File: src/hdl/assert_macros.svh
// Assertion helpers shared by the decimal-adjust unit.
`ifndef ASSERT_MACROS_SVH
`define ASSERT_MACROS_SVH

// Checks a property on every rising edge, outside of reset.
`define ASSERT_CLK(lbl, clk, rst_n, prop, msg) \
    lbl: assert property (@(posedge clk) disable iff (!rst_n) (prop)) \
        else $error(msg);

// Checks an implication on every rising edge, outside of reset.
`define ASSERT_IMPL(lbl, clk, rst_n, pre, post, msg) \
    lbl: assert property (@(posedge clk) disable iff (!rst_n) (pre) |-> (post)) \
        else $error(msg);

// Checks that a condition is followed by another in the next cycle.
`define ASSERT_NEXT(lbl, clk, rst_n, pre, post, msg) \
    lbl: assert property (@(posedge clk) disable iff (!rst_n) (pre) |=> (post)) \
        else $error(msg);

`endif

File: src/hdl/x86bcd_pkg.sv
package x86bcd_pkg;

    // Operation codes.
    localparam logic [2:0] FUNC_DAA = 3'd0;
    localparam logic [2:0] FUNC_DAS = 3'd1;
    localparam logic [2:0] FUNC_AAA = 3'd2;
    localparam logic [2:0] FUNC_AAS = 3'd3;
    localparam logic [2:0] FUNC_AAM = 3'd4;
    localparam logic [2:0] FUNC_AAD = 3'd5;

    // The AAM divide is spread over several stages.
    localparam int DIV_BITS            = 8;
    localparam int DIV_STEPS_PER_STAGE = 2;
    localparam int DIV_STAGES          = DIV_BITS / DIV_STEPS_PER_STAGE;

    // Pre stage, divide stages and the flag stage.
    localparam int NUM_STAGES = DIV_STAGES + 2;

    typedef struct packed {
        logic [2:0]  func;
        logic [15:0] ax_in;
        logic        carry_in;
        logic        aux_carry_in;
        logic [7:0]  base_imm;
    } t_in_word;

    typedef struct packed {
        logic        status;
        logic [15:0] ax_out;
        logic        carry_out;
        logic        parity_out;
        logic        aux_carry_out;
        logic        zero_out;
        logic        sign_out;
        logic        overflow_out;
    } t_out_word;

    // Word in flight between the pre stage and the flag stage.
    typedef struct packed {
        logic [2:0] func;
        logic [7:0] ah;
        logic [7:0] al;
        logic [7:0] flag_al;
        logic       cf;
        logic       af;
        logic       of;
        logic       sf;
        logic [7:0] prod;
        logic [7:0] d_rem;
        logic [7:0] d_quo;
        logic [7:0] d_base;
    } t_pipe;

    // Even parity of a byte: one when the count of set bits is even.
    function automatic logic even_parity8(input logic [7:0] v);
        even_parity8 = ~(^v);
    endfunction

endpackage

File: src/hdl/x86_bcd_adjust_unit.sv
// Decimal-adjust unit for the x86 DAA, DAS, AAA, AAS, AAM and AAD instructions.
// Each input word carries the operation, AX, the incoming CF and AF flags and the
// immediate base; each output word returns the new AX, all six arithmetic flags
// and a status bit that flags a divide error when AAM is given a zero base (AX
// is then returned unchanged with all flags clear). Operation codes six and
// seven pass AX, CF and AF through and clear the other flags. The unit is a
// six-stage pipeline: a decode stage that performs the BCD corrections and the
// 8-by-8 multiply for AAD, four stages of restoring division for AAM that each
// produce two quotient bits, and a stage that forms the flags into the output
// register. A new word is accepted in every cycle as long as the output side
// keeps taking results. A stall holds a full output stage and each full stage
// that has only full stages after it, while the other stages keep moving, so
// no word is lost or repeated. Both channels use valid and stall: a word moves
// at an edge where valid is high and stall is low.

`include "assert_macros.svh"

module x86_bcd_adjust_unit (
    input  logic                   i_clk,
    input  logic                   i_rst_n,
    input  logic                   i_valid,
    output logic                   o_stall,
    input  x86bcd_pkg::t_in_word   i_word,
    output logic                   o_valid,
    input  logic                   i_stall,
    output x86bcd_pkg::t_out_word  o_word
);

    localparam int LAST = x86bcd_pkg::NUM_STAGES - 1;

    // One valid bit per stage, and the advance enable of each stage.
    logic [LAST:0] r_valid;
    logic [LAST:0] stage_en;

    // Stage outputs between the decode stage and the flag stage.
    x86bcd_pkg::t_pipe pipe [0:x86bcd_pkg::DIV_STAGES];

    // A full decode stage that cannot move on in this cycle.
    logic       pre_held;
    // An output word that reports a divide error.
    logic       div_err;
    // The six arithmetic flags of the output word.
    logic [5:0] out_flags;

    // A stage may load when it is empty or when its content moves on.
    always_comb begin
        stage_en[LAST] = !r_valid[LAST] || !i_stall;
        for (int k = LAST - 1; k >= 0; k--) begin
            stage_en[k] = !r_valid[k] || stage_en[k + 1];
        end
    end

    assign o_stall = !stage_en[0];
    assign o_valid = r_valid[LAST];

    always_ff @(posedge i_clk) begin
        if (!i_rst_n) begin
            r_valid <= '0;
        end else begin
            if (stage_en[0]) begin
                r_valid[0] <= i_valid;
            end
            for (int k = 1; k <= LAST; k++) begin
                if (stage_en[k]) begin
                    r_valid[k] <= r_valid[k - 1];
                end
            end
        end
    end

    // Decode stage: BCD corrections and the AAD product.
    x86bcd_pre u_pre (
        .i_clk  (i_clk),
        .i_en   (stage_en[0]),
        .i_word (i_word),
        .o_pipe (pipe[0])
    );

    // Divide stages for AAM.
    for (genvar g = 0; g < x86bcd_pkg::DIV_STAGES; g++) begin : g_div
        x86bcd_div u_div (
            .i_clk  (i_clk),
            .i_en   (stage_en[g + 1]),
            .i_pipe (pipe[g]),
            .o_pipe (pipe[g + 1])
        );
    end

    // Flag stage, which is also the output register.
    x86bcd_flags u_flags (
        .i_clk  (i_clk),
        .i_en   (stage_en[LAST]),
        .i_pipe (pipe[x86bcd_pkg::DIV_STAGES]),
        .o_word (o_word)
    );

    assign pre_held  = r_valid[0] && !stage_en[1];
    assign div_err   = o_valid && o_word.status;
    assign out_flags = {o_word.carry_out, o_word.parity_out, o_word.aux_carry_out,
                        o_word.zero_out, o_word.sign_out, o_word.overflow_out};

    // The input side is only held off when every stage holds a word.
    `ASSERT_IMPL(a_stall_full, i_clk, i_rst_n, o_stall, &r_valid, "stall with an empty stage")

    // A full decode stage that cannot move keeps its word.
    `ASSERT_NEXT(a_pre_valid, i_clk, i_rst_n, pre_held, r_valid[0], "decode stage lost its word")
    `ASSERT_NEXT(a_pre_data, i_clk, i_rst_n, pre_held, $stable(pipe[0]), "decode word changed")

    // A divide error result carries no flags.
    `ASSERT_IMPL(a_err_flags, i_clk, i_rst_n, div_err, !(|out_flags), "flags set on divide error")

endmodule

File: src/hdl/x86bcd_pre.sv
module x86bcd_pre (
    input  logic                  i_clk,
    input  logic                  i_en,
    input  x86bcd_pkg::t_in_word  i_word,
    output x86bcd_pkg::t_pipe     o_pipe
);

    x86bcd_pkg::t_pipe r_pipe;
    x86bcd_pkg::t_pipe n_pipe;

    always_comb begin
        logic [7:0]  al;
        logic [7:0]  ah;
        logic        sub;
        logic        low_adj;
        logic        hi_adj;
        logic [8:0]  sum1;
        logic [7:0]  a1;
        logic        cf1;
        logic [7:0]  a2;
        logic [7:0]  la;
        logic [7:0]  lb;
        logic [7:0]  lr;
        logic [15:0] a16;
        logic [15:0] prod_full;

        al        = i_word.ax_in[7:0];
        ah        = i_word.ax_in[15:8];
        sub       = (i_word.func == x86bcd_pkg::FUNC_DAS) ||
                    (i_word.func == x86bcd_pkg::FUNC_AAS);
        low_adj   = (al[3:0] > 4'd9) || i_word.aux_carry_in;
        hi_adj    = (al > 8'h99) || i_word.carry_in;
        sum1      = sub ? ({1'b0, al} - 9'd6) : ({1'b0, al} + 9'd6);
        a1        = low_adj ? sum1[7:0] : al;
        cf1       = low_adj & (i_word.carry_in | sum1[8]);
        a2        = sub ? (a1 - 8'h60) : (a1 + 8'h60);
        la        = hi_adj ? a1 : al;
        lb        = hi_adj ? 8'h60 : 8'h06;
        lr        = hi_adj ? a2 : a1;
        a16       = sub ? (i_word.ax_in - 16'd6) : (i_word.ax_in + 16'd6);
        prod_full = 16'(ah * i_word.base_imm);

        n_pipe         = '0;
        n_pipe.func    = i_word.func;
        n_pipe.ah      = ah;
        n_pipe.al      = al;
        n_pipe.flag_al = al;
        n_pipe.prod    = prod_full[7:0];
        n_pipe.d_rem   = '0;
        n_pipe.d_quo   = al;
        n_pipe.d_base  = i_word.base_imm;

        case (i_word.func)
            x86bcd_pkg::FUNC_DAA, x86bcd_pkg::FUNC_DAS: begin
                n_pipe.al = hi_adj ? a2 : a1;
                n_pipe.cf = hi_adj | (sub & cf1);
                n_pipe.af = low_adj;
                if (hi_adj || low_adj) begin
                    if (sub) begin
                        n_pipe.of = ((la ^ lb) & (la ^ lr) & 8'h80) != 8'h00;
                    end else begin
                        n_pipe.of = ((la ^ lr) & (lb ^ lr) & 8'h80) != 8'h00;
                    end
                end
            end
            x86bcd_pkg::FUNC_AAA, x86bcd_pkg::FUNC_AAS: begin
                if (low_adj) begin
                    n_pipe.ah = a16[15:8] + (sub ? 8'hFF : 8'h01);
                    n_pipe.al = a16[7:0];
                    n_pipe.af = 1'b1;
                    n_pipe.cf = 1'b1;
                end
                n_pipe.flag_al = n_pipe.al;
                n_pipe.sf      = n_pipe.ah[7];
                n_pipe.al      = n_pipe.al & 8'h0F;
            end
            x86bcd_pkg::FUNC_AAM, x86bcd_pkg::FUNC_AAD: begin
                // Finished in the divide stages and the flag stage.
            end
            default: begin
                n_pipe.cf = i_word.carry_in;
                n_pipe.af = i_word.aux_carry_in;
            end
        endcase
    end

    always_ff @(posedge i_clk) begin
        if (i_en) begin
            r_pipe <= n_pipe;
        end
    end

    assign o_pipe = r_pipe;

endmodule

File: src/hdl/x86bcd_div.sv
module x86bcd_div (
    input  logic               i_clk,
    input  logic               i_en,
    input  x86bcd_pkg::t_pipe  i_pipe,
    output x86bcd_pkg::t_pipe  o_pipe
);

    x86bcd_pkg::t_pipe r_pipe;
    x86bcd_pkg::t_pipe n_pipe;

    // Restoring division, a few quotient bits per stage. The remainder stays
    // below the divisor, so the shifted partial remainder fits in nine bits.
    always_comb begin
        logic [8:0] rem_sh;
        logic [7:0] rem;
        logic [7:0] quo;

        rem = i_pipe.d_rem;
        quo = i_pipe.d_quo;
        for (int k = 0; k < x86bcd_pkg::DIV_STEPS_PER_STAGE; k++) begin
            rem_sh = {rem, quo[7]};
            quo    = {quo[6:0], 1'b0};
            if (rem_sh >= {1'b0, i_pipe.d_base}) begin
                rem_sh = rem_sh - {1'b0, i_pipe.d_base};
                quo[0] = 1'b1;
            end
            rem = rem_sh[7:0];
        end

        n_pipe       = i_pipe;
        n_pipe.d_rem = rem;
        n_pipe.d_quo = quo;
    end

    always_ff @(posedge i_clk) begin
        if (i_en) begin
            r_pipe <= n_pipe;
        end
    end

    assign o_pipe = r_pipe;

endmodule

File: src/hdl/x86bcd_flags.sv
module x86bcd_flags (
    input  logic                   i_clk,
    input  logic                   i_en,
    input  x86bcd_pkg::t_pipe      i_pipe,
    output x86bcd_pkg::t_out_word  o_word
);

    x86bcd_pkg::t_out_word r_word;
    x86bcd_pkg::t_out_word n_word;

    always_comb begin
        logic [8:0] sum9;
        logic [4:0] low5;

        sum9 = {1'b0, i_pipe.al} + {1'b0, i_pipe.prod};
        low5 = {1'b0, i_pipe.al[3:0]} + {1'b0, i_pipe.prod[3:0]};

        n_word        = '0;
        n_word.ax_out = {i_pipe.ah, i_pipe.al};

        case (i_pipe.func)
            x86bcd_pkg::FUNC_DAA, x86bcd_pkg::FUNC_DAS: begin
                n_word.carry_out     = i_pipe.cf;
                n_word.aux_carry_out = i_pipe.af;
                n_word.overflow_out  = i_pipe.of;
                n_word.parity_out    = x86bcd_pkg::even_parity8(i_pipe.al);
                n_word.zero_out      = i_pipe.al == 8'h00;
                n_word.sign_out      = i_pipe.al[7];
            end
            x86bcd_pkg::FUNC_AAA, x86bcd_pkg::FUNC_AAS: begin
                n_word.carry_out     = i_pipe.cf;
                n_word.aux_carry_out = i_pipe.af;
                n_word.parity_out    = x86bcd_pkg::even_parity8(i_pipe.flag_al);
                n_word.zero_out      = i_pipe.flag_al == 8'h00;
                n_word.sign_out      = i_pipe.sf;
            end
            x86bcd_pkg::FUNC_AAM: begin
                if (i_pipe.d_base == 8'h00) begin
                    n_word.status = 1'b1;
                end else begin
                    n_word.ax_out     = {i_pipe.d_quo, i_pipe.d_rem};
                    n_word.parity_out = x86bcd_pkg::even_parity8(i_pipe.d_rem);
                    n_word.zero_out   = i_pipe.d_rem == 8'h00;
                    n_word.sign_out   = i_pipe.d_rem[7];
                end
            end
            x86bcd_pkg::FUNC_AAD: begin
                n_word.ax_out        = {8'h00, sum9[7:0]};
                n_word.carry_out     = sum9[8];
                n_word.aux_carry_out = low5[4];
                n_word.overflow_out  = ((i_pipe.al ^ sum9[7:0]) &
                                        (i_pipe.prod ^ sum9[7:0]) & 8'h80) != 8'h00;
                n_word.parity_out    = x86bcd_pkg::even_parity8(sum9[7:0]);
                n_word.zero_out      = sum9[7:0] == 8'h00;
                n_word.sign_out      = sum9[7];
            end
            default: begin
                n_word.carry_out     = i_pipe.cf;
                n_word.aux_carry_out = i_pipe.af;
            end
        endcase
    end

    always_ff @(posedge i_clk) begin
        if (i_en) begin
            r_word <= n_word;
        end
    end

    assign o_word = r_word;

endmodule

File: config.mk
export PLATFORM = sky130hd
export DESIGN_NAME = x86_bcd_adjust_unit
export DESIGN_NICKNAME = d
export VERILOG_FILES = /design/src/hdl/x86bcd_pkg.sv /design/src/hdl/x86_bcd_adjust_unit.sv /design/src/hdl/x86bcd_pre.sv /design/src/hdl/x86bcd_div.sv /design/src/hdl/x86bcd_flags.sv
export VERILOG_INCLUDE_DIRS = /design/src /design/src/hdl
export SDC_FILE = /design/constraint.sdc
export NUM_CORES = 1
export LEC_CHECK = 0
export ABC_AREA = 1
export BUFFER_PORTS_ARGS = -buffer_cell sky130_fd_sc_hd__buf_2
export CAP_MARGIN = 5
export CORE_MARGIN = 2
export CORE_UTILIZATION = 40
export CTS_CLUSTER_SIZE = 10
export DETAILED_ROUTE_END_ITERATION = 8
export PLACE_DENSITY = 0.56
export SLEW_MARGIN = 20
export SYNTH_ARGS = -nofsm -noshare
export SYNTH_HDL_FRONTEND = slang
export SYNTH_SLANG_ARGS = --single-unit
File: constraint.sdc
create_clock -name i_clk -period 8.49 [get_ports i_clk]
set_input_delay 0.4245 -clock i_clk [delete_from_list [all_inputs] [get_ports i_clk]]
set_output_delay 0.4245 -clock i_clk [all_outputs]
set_load 0.05 [all_outputs]
==> impl_metrics.tcl, run 1 <==
set metrics [dict create \
    worstSetupStartpointType "flip-flop" \
    totalNegativeSetupSlack_ns 0 \
    netlist_area_mm2 0.0166 \
    synth.distinct_cells 56 \
    antenna_found_initial 1 \
    cts_buffers 39 \
    initial_core_util 0.405 \
    cts.path.max_buffers 3 \
    final_cell_mix "321 x edfxtp_1, 245 x nand2_1, 237 x inv_1" \
    multiInputGateArea_mm2 0.00580 \
    synth_seq_area_share 0.588 \
    dp_hpwl_mm 23.3 \
    clock_sinks 327 \
    path_common_cell "nand2_1" \
    fmax_mhz 223 \
    cp.arrival_ns 4.87 \
    clkSlewWorstSetupHoldPaths_ns 0.05 \
    routabilityCongestion 0.858 \
    tightest_slew_ns 0.976 \
    hold_class "in2reg" \
    drt.antenna.violating_nets 0 \
    path_delay_family "simple AND/OR/NAND/NOR gates" \
    ys_top_cells_by_area "edfxtp_1 58%, ha_1 8.7%, nand2_1 5.5%, inv_1 5.5%, fa_1 2.5%" \
    post_cts_resized 0 \
    area_delta_synth_final_pct 12.3 \
    syn-instance-count 1443 \
    grt.total_usage 0.144 \
    status "complete, no violations" \
    cts-root-buf "clkbuf_16" \
    dr.pass1.iters 5 \
    ctsHoldBuffers 0 \
    routed_wl_mm 30.9 \
    grt_max_degree 65 \
    drive_gt1_frac 0.119 \
    dpl.cell_count 2025 \
    drc 0 \
    dpl_cell_area_mm2 0.0175 \
    vdd_drop_max_uv 154 \
    ios 58 \
    portBuffers 57 \
    clkLatencyLatePin_ns 0.52 \
    grt_pass1_wl_mm 50.6 \
    power.density_mw_per_mm2 283 \
    synth_edf_count 321 \
    synth_nets 1612 \
    nets 1703 \
    synthDominantCellAreaShare 0.581 \
    grt_pass1_vias 9934 \
    cts_setup_buffers 0 \
    cpPeakStageDelay_ns 0.41 \
    num_vias 10000 \
    path_cells "inv_1 > ha_1 > inv_1 > nor3_1 > a21oi_1 > or2_2 > nand2_1 > mux2_2 > ha_1 > a21oi_1 > nand2_1 > a21oi_1 > inv_1 > nand2_1 > nand2_1 > nand2_1 > nand2_1 > a21oi_2 > inv_1 > a211oi_1 > nand2_1 > inv_1 > nand2_1 > nand2_1" \
    synth_area_leader_cell "edfxtp_1" \
    finalCritPeriodShare 0.529 \
    fin_crit_ns 4.49 \
    design_area_mm2 0.0186 \
    critPathSlowestCell "mux2_2" \
    core_mm2 0.0409 \
    fp-row-count 74 \
    crit_buf_inv 5 \
    critPathRequiredTime_ns 8.87 \
    finalHoldViolCount 0 \
    vias_per_cell 4.81 \
    critPathCaptureType "flip-flop" \
    stdcell_count 2089 \
    async_flop_share 0 \
    setup_viol 0 \
    dieArea_mm2 0.0431 \
    rsz0062_at_grt "no" \
    ys_ff_latch 327 \
    total_power_mw 5.28 \
    p_leak_nw 8.36 \
    cp_max_fo 16 \
    drv_slew 0 \
    ys.flop_type "edfxtp_1" \
    die_h_um 208 \
    syn_avg_cell_area_um2 11.5 \
    finish.utilization 0.455 \
    cap_viol_max_count 0 \
    final_common_cell "edfxtp_1" \
    htreeDepth 2 \
    finalClockSkew_ns 0.0177 \
    seqCellArea_mm2 0.00976 \
    fillers 3752 \
    cts_tree "done" \
    wl_per_cell_um 14.8 \
    fp.dieW_um 208 \
    yosys_warnings 0 \
    relSlewSlack 0.348 \
    crit_type "reg2reg" \
    first_iter_violations 616 \
    grt.overflow.total 0 \
]
[sequential cells by signal, summed over array words and instances, names as in the netlist]
name,count
u_flags.o_word,23
g_div.u_div.o_pipe,245
u_pre.o_pipe,53
r_valid,6
[cells in the mapped netlist (3+ instances only)]
master	number
nand2_4	9
ha_1	115
nor3_2	3
dfxtp_1	6
nand3_1	41
nand2_1	245
nor3_1	7
nand2_2	22
o22ai_1	7
nand3_2	5
inv_2	6
nor2_1	57
nand3_4	3
o21ai_0	65
xor2_1	48
a21oi_2	4
o21ai_1	12
o21bai_1	7
fa_1	21
clkbuf_1	6
xnor2_1	32
o21ai_2	9
a21o_1	3
nor4_1	3
nand4_1	17
nor2_4	3
inv_1	242
a31oi_1	5
o221ai_1	10
a21oi_1	77
edfxtp_1	321
[logic make-up (layout without fill, tap and decap cells)]
kind of cell,after synthesis,count (layout),share of synthesized area
compound gates,211,211,0.0746
xor+xnor,80,80,0.0422
fa+ha+maj,136,136,0.112
buf+inv,263,376,0.0626
flops,327,327,0.588
mux,1,1,0.000679
other cells,0,1,0
simple gates,425,425,0.120
[per-stage QoR]
step	setup WS, ns	hold slack (ns)
2_1_floorplan	0.116	0.400
5_1_grt	3.50	0.0868
3_5_place_dp	4.04	0.405
6_report	4.00	0.109
3_3_place_gp	4.10	0.402
4_1_cts	4.01	0.0802
[where the power goes]
group	leakage, nW	total [mW]	internal [mW]	switching (mW)
sequential	3.55	2.21	2.11	0.101
combinational	4.28	1.60	0.610	0.992
clock	0.533	1.46	0.879	0.586
total	8.36	5.28	3.60	1.68
[worst paths after layout]
path,startpoint,end,slack [ns],depth (start not counted)
worst min-delay path,i_word[10],u_pre.o_pipe[8],0.11,1
worst max-delay path,g_div[2].u_div.o_pipe[4],g_div[3].u_div.o_pipe[21],4.00,24
worst max register to register,g_div[2].u_div.o_pipe[4],g_div[3].u_div.o_pipe[21],4.00,24
worst min register to register,g_div[1].u_div.o_pipe[56],g_div[2].u_div.o_pipe[56],0.41,0
[layout make-up]
type | instances | share of cell area
sequential | 327 | 0.524
multi-input combinational | 853 | 0.311
clock buffer | 58 | 0.0562
inverter | 250 | 0.0511
tap | 532 | 0.0357
timing repair buffer | 63 | 0.0177
clock inverter | 5 | 0.00396
antenna | 1 | 0.000134
[worst register-to-register path, cell delays in order, from the launching register on]
cell      delay [ns]
edfxtp_1        0.34
inv_1           0.06
ha_1            0.35
inv_1           0.09
nor3_1          0.19
a21oi_1         0.10
or2_2           0.29
nand2_1         0.40
mux2_2          0.42
ha_1            0.35
a21oi_1         0.14
nand2_1         0.09
a21oi_1         0.13
inv_1           0.05
nand2_1         0.07
nand2_1         0.06
nand2_1         0.08
nand2_1         0.06
a21oi_2         0.16
inv_1           0.06
a211oi_1        0.19
nand2_1         0.30
inv_1           0.26
nand2_1         0.07
nand2_1         0.07
[routing by layer]
metal,global-route usage,vias up,routed length [um]
met5,0,-,0
met4,0.0465,0,770
met3,0.0222,56,1200
met2,0.236,181,14400
met1,0.197,4696,14500
li1,-,5105,-
No activity file was read; power rests on OpenSTA's default activity.
==> inputs of run 2 (changes only) <==
--- a/config.mk
+++ b/config.mk
@@ -6,7 +6,7 @@
 export SDC_FILE = /design/constraint.sdc
 export NUM_CORES = 1
 export LEC_CHECK = 0
-export ABC_AREA = 1
+export ABC_AREA = 0
 export BUFFER_PORTS_ARGS = -buffer_cell sky130_fd_sc_hd__buf_2
 export CAP_MARGIN = 5
 export CORE_MARGIN = 2
==> constraint.sdc (replaced) <==
create_clock -name i_clk -period 3.8 [get_ports i_clk]
set_input_delay 0.19 -clock i_clk [delete_from_list [all_inputs] [get_ports i_clk]]
set_output_delay 0.19 -clock i_clk [all_outputs]
set_load 0.05 [all_outputs]
==> impl_metrics.tcl, run 2 <==
set metrics [dict create \
    status "finished with violations" \
    violations "negative setup slack" \
    grt_pass1_vias 9980 \
    htreeDepth 2 \
    fmax_mhz 214 \
    worst_hold_path.endpoint "u_pre.o_pipe[10]" \
    design_area_mm2 0.0208 \
    hold_class "in2reg" \
    dp_hpwl_mm 23.7 \
    rr_endpoint "g_div[3].u_div.o_pipe[21]" \
    grt_max_degree 34 \
    reg2reg_from "g_div[2].u_div.o_pipe[1]" \
    clkSlewWorstSetupHoldPaths_ns 0.05 \
    nets 1701 \
    ys_top_cells_by_count "321 x edfxtp_1, 128 x inv_1, 115 x ha_1, 68 x nand2_1, 58 x xnor2_1" \
    synth_seq_area_share 0.598 \
    tightest_slew_ns 0.976 \
    syn_avg_cell_area_um2 13.5 \
    ys.flop_type "edfxtp_1" \
    hold_start "i_word[12]" \
    largest_register_ffs 245 \
    cpPeakStageDelay_ns 0.42 \
    p_leak_nw 9.08 \
    vdd_drop_max_uv 378 \
    num_vias 10000 \
    path_common_cell "a21o_1" \
    clkLatencyLatePin_ns 0.54 \
    fp-row-count 74 \
    yosys_warnings 0 \
    path_cells "inv_2 > ha_4 > nor2b_4 > o21ai_4 > a21boi_2 > o21ai_1 > nand2b_1 > a21o_1 > a21o_1 > a21oi_4 > mux2i_2 > ha_1 > nor2b_1 > o21ai_1 > a21boi_1 > o21ai_1 > nand2b_1 > a21o_1 > a21o_1 > o21bai_4 > a221oi_4 > buf_12 > mux2_4" \
    wl_per_cell_um 15.6 \
    worstSetupStartpointType "flip-flop" \
    initial_core_util 0.402 \
    dr.pass1.iters 4 \
    drc 0 \
    die_h_um 206 \
    critPathSlowestCell "edfxtp_1" \
    vias_per_cell 4.79 \
    routed_wl_mm 32.5 \
    grt_pass1_wl_mm 51.0 \
    fin_crit_ns 4.67 \
    dpl.cell_count 1961 \
    power.density_mw_per_mm2 617 \
    r2r_slack_ns -0.87 \
    synth_area_leader_cell "edfxtp_1" \
    portBuffers 57 \
    syn-instance-count 1207 \
    synth_edf_count 321 \
    crit_type "reg2reg" \
    num_antenna_cells 0 \
    core_mm2 0.0406 \
    relSlewSlack 0.347 \
    fp.dieW_um 206 \
    yosysMostFrequentCell "edfxtp_1" \
    cts.path.max_buffers 3 \
    critPathRequiredTime_ns 4.09 \
    ys_top_cells_by_area "edfxtp_1 59%, ha_1 8.8%, mux2_2 3.4%, xnor2_1 3.1%, inv_1 2.9%" \
    cts_tree "done" \
    grt.overflow.total 0 \
    async_flop_share 0 \
    rsz0062_at_grt "yes" \
    final_common_cell "edfxtp_1" \
    finalClockSkew_ns 0.0309 \
    critPathCaptureType "flip-flop" \
    final_cell_mix "321 x edfxtp_1, 208 x buf_4, 120 x inv_1" \
    drv_slew 0 \
    hold_depth 1 \
    critPathLaunch "g_div[2].u_div.o_pipe[1]" \
    ys_ff_latch 327 \
    grt.total_usage 0.152 \
    post-place-ws_ns -0.952 \
    routabilityCongestion 0.847 \
    cap_viol_max_count 0 \
    cts-root-buf "clkbuf_16" \
    antenna_found_initial 0 \
    finalCritPeriodShare 1.23 \
    totalNegativeSetupSlack_ns -20.20 \
    drt.antenna.violating_nets 0 \
    synth.distinct_cells 71 \
    finalWorstSetupSlack_ns -0.874 \
    area_delta_synth_final_pct 27.5 \
    cp_max_fo 8 \
    clock_sinks 327 \
    cts_buffers 40 \
    ios 58 \
    cp.arrival_ns 4.96 \
    dieArea_mm2 0.0424 \
    r2r_cells 23 \
    dpl_cell_area_mm2 0.0188 \
    setup_viol 27 \
    synthDominantCellAreaShare 0.591 \
    drive_gt1_frac 0.296 \
    fillers 3498 \
    stdcell_count 2087 \
    synth_nets 1376 \
    netlist_area_mm2 0.0163 \
    first_iter_violations 403 \
    finalHoldViolCount 0 \
]
run 2: cell types whose count changed after synthesis, moves of 27 or more:
cell | before | now
nand3_1 | 41 | 14
nand2_1 | 245 | 68
a21oi_1 | 77 | 43
mux2_2 | 1 | 49
inv_1 | 242 | 128
run 2: cell type report:
type	instances	area [um^2]	area share
multi-input cells	737	6530	0.314
inverters	129	497	0.0239
clock inverters	8	91.3	0.00439
repair inverters	1	8.76	0.000421
repair buffers	296	2200	0.106
well taps	532	666	0.0320
flip-flops and latches	327	9760	0.469
clock buffers	57	1060	0.0512
run 2: repair_timing:
action,in CTS,in global routing
endpoints found under the setup margin,27,39
hold endpoints to repair,24,0
gates cloned,0,1
buffers inserted,20,19
hold buffers,22,0
resized for setup,15,59
pin swaps,29,29
run 2: kinds of logic (layout without fill, tap and decap cells):
logic type,after synthesis,in the layout,share of synthesized area
fa+ha+maj,137,137,0.115
buf+inv,143,491,0.0340
flops,327,327,0.598
xor+xnor,85,85,0.0461
mux,64,64,0.0430
simple gates,247,247,0.0770
compound gates,204,204,0.0875
run 2: layer usage:
metal | vias to the layer above | global-route usage | part of all wire
met5 | - | 0 | 0
met4 | 0 | 0.0444 | 0.021
met3 | 53 | 0.0211 | 0.030
met2 | 155 | 0.250 | 0.48
met1 | 4738 | 0.211 | 0.47
li1 | 5059 | - | -
run 2: worst max path at each step:
stage,end,cells after the start
global route,g_div[3].u_div.o_pipe[20],23
finish,g_div[3].u_div.o_pipe[21],23
floorplan,g_div[1].u_div.o_pipe[17],23
detailed placement,g_div[2].u_div.o_pipe[21],23
CTS,g_div[3].u_div.o_pipe[20],23
global placement,g_div[2].u_div.o_pipe[18],23
run 2: worst max-delay path, delay by kind of cell (launching register included):
family          cells  cell delay, ns
compound gates     13            2.24
mux                 2            0.57
fa+ha+maj           2            0.48
simple gates        4            0.44
flops               1            0.42
buf+inv             2            0.27
run 2: report_power, final:
group	internal, mW	switching [mW]	total, mW
logic	2.58	2.01	4.60
clock network	1.96	1.37	3.33
registers	4.68	0.236	4.91
total	9.21	3.62	12.8
run 2: metrics by stage:
| stage | hold WS, ns | utilization | total power, mW |
|---|---|---|---|
| after floorplan | 0.289 | - | 7.77 |
| after global placement | 0.396 | 0.464 | 9.17 |
| after detailed placement | 0.400 | 0.464 | 9.24 |
| after CTS | 0.00680 | 0.503 | 12.8 |
| after global routing | 0.00883 | 0.513 | 13.6 |
| final | 0.0221 | 0.513 | 12.8 |
==> inputs of run 3 (changes only) <==
--- a/config.mk
+++ b/config.mk
@@ -9,11 +9,12 @@
 export ABC_AREA = 0
 export BUFFER_PORTS_ARGS = -buffer_cell sky130_fd_sc_hd__buf_2
 export CAP_MARGIN = 5
+export CORE_ASPECT_RATIO = 1.5
 export CORE_MARGIN = 2
-export CORE_UTILIZATION = 40
+export CORE_UTILIZATION = 56
 export CTS_CLUSTER_SIZE = 10
 export DETAILED_ROUTE_END_ITERATION = 8
-export PLACE_DENSITY = 0.56
+export PLACE_DENSITY = 0.74
 export SLEW_MARGIN = 20
 export SYNTH_ARGS = -nofsm -noshare
 export SYNTH_HDL_FRONTEND = slang
==> impl_metrics.tcl, run 3 (synthesis gave the netlist of run 2 again) <==
set metrics [dict create \
    hold_start "i_stall" \
    grt.overflow.total 0 \
    cts-root-buf "clkbuf_16" \
    rsz0062_at_grt "yes" \
    fp.dieW_um 143 \
    fin_crit_ns 4.88 \
    final_common_cell "edfxtp_1" \
    cap_viol_max_count 0 \
    die_h_um 213 \
    cpPeakStageDelay_ns 0.44 \
    dieArea_mm2 0.0306 \
    rr_endpoint "g_div[1].u_div.o_pipe[18]" \
    portBuffers 57 \
    use_met2 0.434 \
    vdd_drop_max_uv 302 \
    wl_per_cell_um 17.8 \
    worstSetupStartpointType "flip-flop" \
    critPathSlowestCell "edfxtp_1" \
    total_power_mw 12.8 \
    antenna_found_initial 1 \
    largest_register_ffs 245 \
    finalClockSkew_ns 0.0189 \
    cts_buffers 38 \
    post-place-ws_ns -1.00 \
    status "finished with violations" \
    finish.utilization 0.712 \
    num_vias 10400 \
    finalCritPeriodShare 1.28 \
    core_mm2 0.0287 \
    num_antenna_cells 0 \
    setup_viol 27 \
    routabilityCongestion 0.917 \
    clkSlewWorstSetupHoldPaths_ns 0.05 \
    drive_gt1_frac 0.292 \
    critPathRequiredTime_ns 4.08 \
    first_iter_violations 461 \
    grtUsageMet1 0.249 \
    cts.path.max_buffers 3 \
    clkLatencyLatePin_ns 0.53 \
    relSlewSlack 0.313 \
    hold_depth 3 \
    tightest_slew_ns 1.03 \
    drt.antenna.violating_nets 0 \
    dpl.cell_count 1801 \
    r2r_slack_ns -1.08 \
    finalWorstSetupSlack_ns -1.08 \
    clock_sinks 327 \
    grt_pass1_vias 10800 \
    ios 58 \
    dp_hpwl_mm 22.9 \
    dr.pass1.iters 4 \
    stdcell_count 1931 \
    p_leak_nw 9.03 \
    crit_type "reg2reg" \
    area_delta_synth_final_pct 25.3 \
    drc 0 \
    grt_pass1_wl_mm 54.2 \
    hold_class "in2reg" \
    cp_max_fo 8 \
    fillers 1919 \
    grt_max_degree 62 \
    power.density_mw_per_mm2 625 \
    fp-row-count 76 \
    dpl_cell_area_mm2 0.0185 \
    htreeDepth 2 \
    worst_hold_path.endpoint "r_valid[5]" \
    final_cell_mix "321 x edfxtp_1, 202 x buf_4, 118 x inv_1" \
    design_area_mm2 0.0205 \
    initial_core_util 0.568 \
    path_cells "ha_4 > nor2b_4 > o21ai_2 > a21boi_2 > o21ai_2 > a21boi_2 > o21a_1 > o21ai_2 > nor2b_4 > buf_6 > mux2i_4 > ha_4 > nor2b_4 > o21ai_2 > a21boi_2 > o21ai_1 > nand2b_1 > a21o_1 > a21o_1 > o21bai_4 > a221oi_4 > buf_12 > mux2_4" \
    fmax_mhz 205 \
    vias_per_cell 5.38 \
    critPathCaptureType "flip-flop" \
    path_common_cell "o21ai_2" \
    cp.arrival_ns 5.16 \
    drv_slew 0 \
    violations "negative setup slack" \
    use_met3 0.0321 \
    grt_busiest_layer "met2" \
    reg2reg_from "g_div[0].u_div.o_pipe[16]" \
    finalHoldViolCount 0 \
    nets 1691 \
    grt.total_usage 0.229 \
    r2r_cells 23 \
    cts_tree "done" \
    routed_wl_mm 34.3 \
]
## run 3: cell types whose count changed in the layout (fill, tap and decap cells not counted), moves of 3 or more
cell and delta:
buf_4 -6, o21ai_2 +4, ha_1 +3, o21ai_1 -3
## run 3: layout make-up
class                           count  area [um^2]  area share
Sequential cell                   327         9760       0.477
Inverter                          129          492      0.0240
Tap cell                          390          488      0.0239
Clock buffer                       57         1050      0.0515
Multi-Input combinational cell    737         6490       0.317
Timing Repair Buffer              289         2140       0.105
Clock inverter                      2         28.8     0.00141
## run 3: how the worst max path moves through the flow
stage | start | end | slack, ns | cells after the start
2_1_floorplan | g_div[0].u_div.o_pipe[1] | g_div[1].u_div.o_pipe[17] | -0.91 | 23
3_3_place_gp | g_div[1].u_div.o_pipe[16] | g_div[2].u_div.o_pipe[18] | -0.85 | 23
3_5_place_dp | g_div[1].u_div.o_pipe[16] | g_div[2].u_div.o_pipe[22] | -1.00 | 23
4_1_cts | g_div[2].u_div.o_pipe[1] | g_div[3].u_div.o_pipe[18] | -0.76 | 23
5_1_grt | g_div[0].u_div.o_pipe[1] | g_div[1].u_div.o_pipe[17] | -1.22 | 24
6_report | g_div[0].u_div.o_pipe[16] | g_div[1].u_div.o_pipe[18] | -1.08 | 23
## run 3: layer usage
metal | share of wire | vias to the layer above
met1 | 0.37 | 4989
met2 | 0.55 | 256
met3 | 0.034 | 109
li1 | - | 5028
met4 | 0.046 | 2
met5 | 0.00038 | -
## run 3: through the flow
step	hold WS, ns	TNS [ns]
floorplan	0.289	-22.21
global placement	0.397	-21.12
detailed placement	0.393	-23.94
CTS	0.00664	-19.43
global route	0.0327	-28.84
finish	0.0214	-23.34
## run 3: what timing repair did
item	in CTS	in global routing
hold endpoints to repair	24	0
setup buffers	24	26
endpoints found under the setup margin	32	39
hold buffers	21	0
pin swaps	40	38
resized for setup	33	35
## run 3: power breakdown
group | switching, mW | leakage (nW) | internal, mW
Combinational | 2.06 | 4.96 | 2.55
Clock | 1.34 | 0.522 | 1.91
Sequential | 0.260 | 3.55 | 4.68
## run 3: critical path, delay by kind of cell (launching register included)
kind	cells	cell delay (ns)
AO/OA/AOI/OAI	13	2.21
buffers and inverters	2	0.32
flip-flops	1	0.44
AND/OR/NAND/NOR	4	0.54
multiplexers	2	0.58
adder cells (fa/ha/maj)	2	0.53
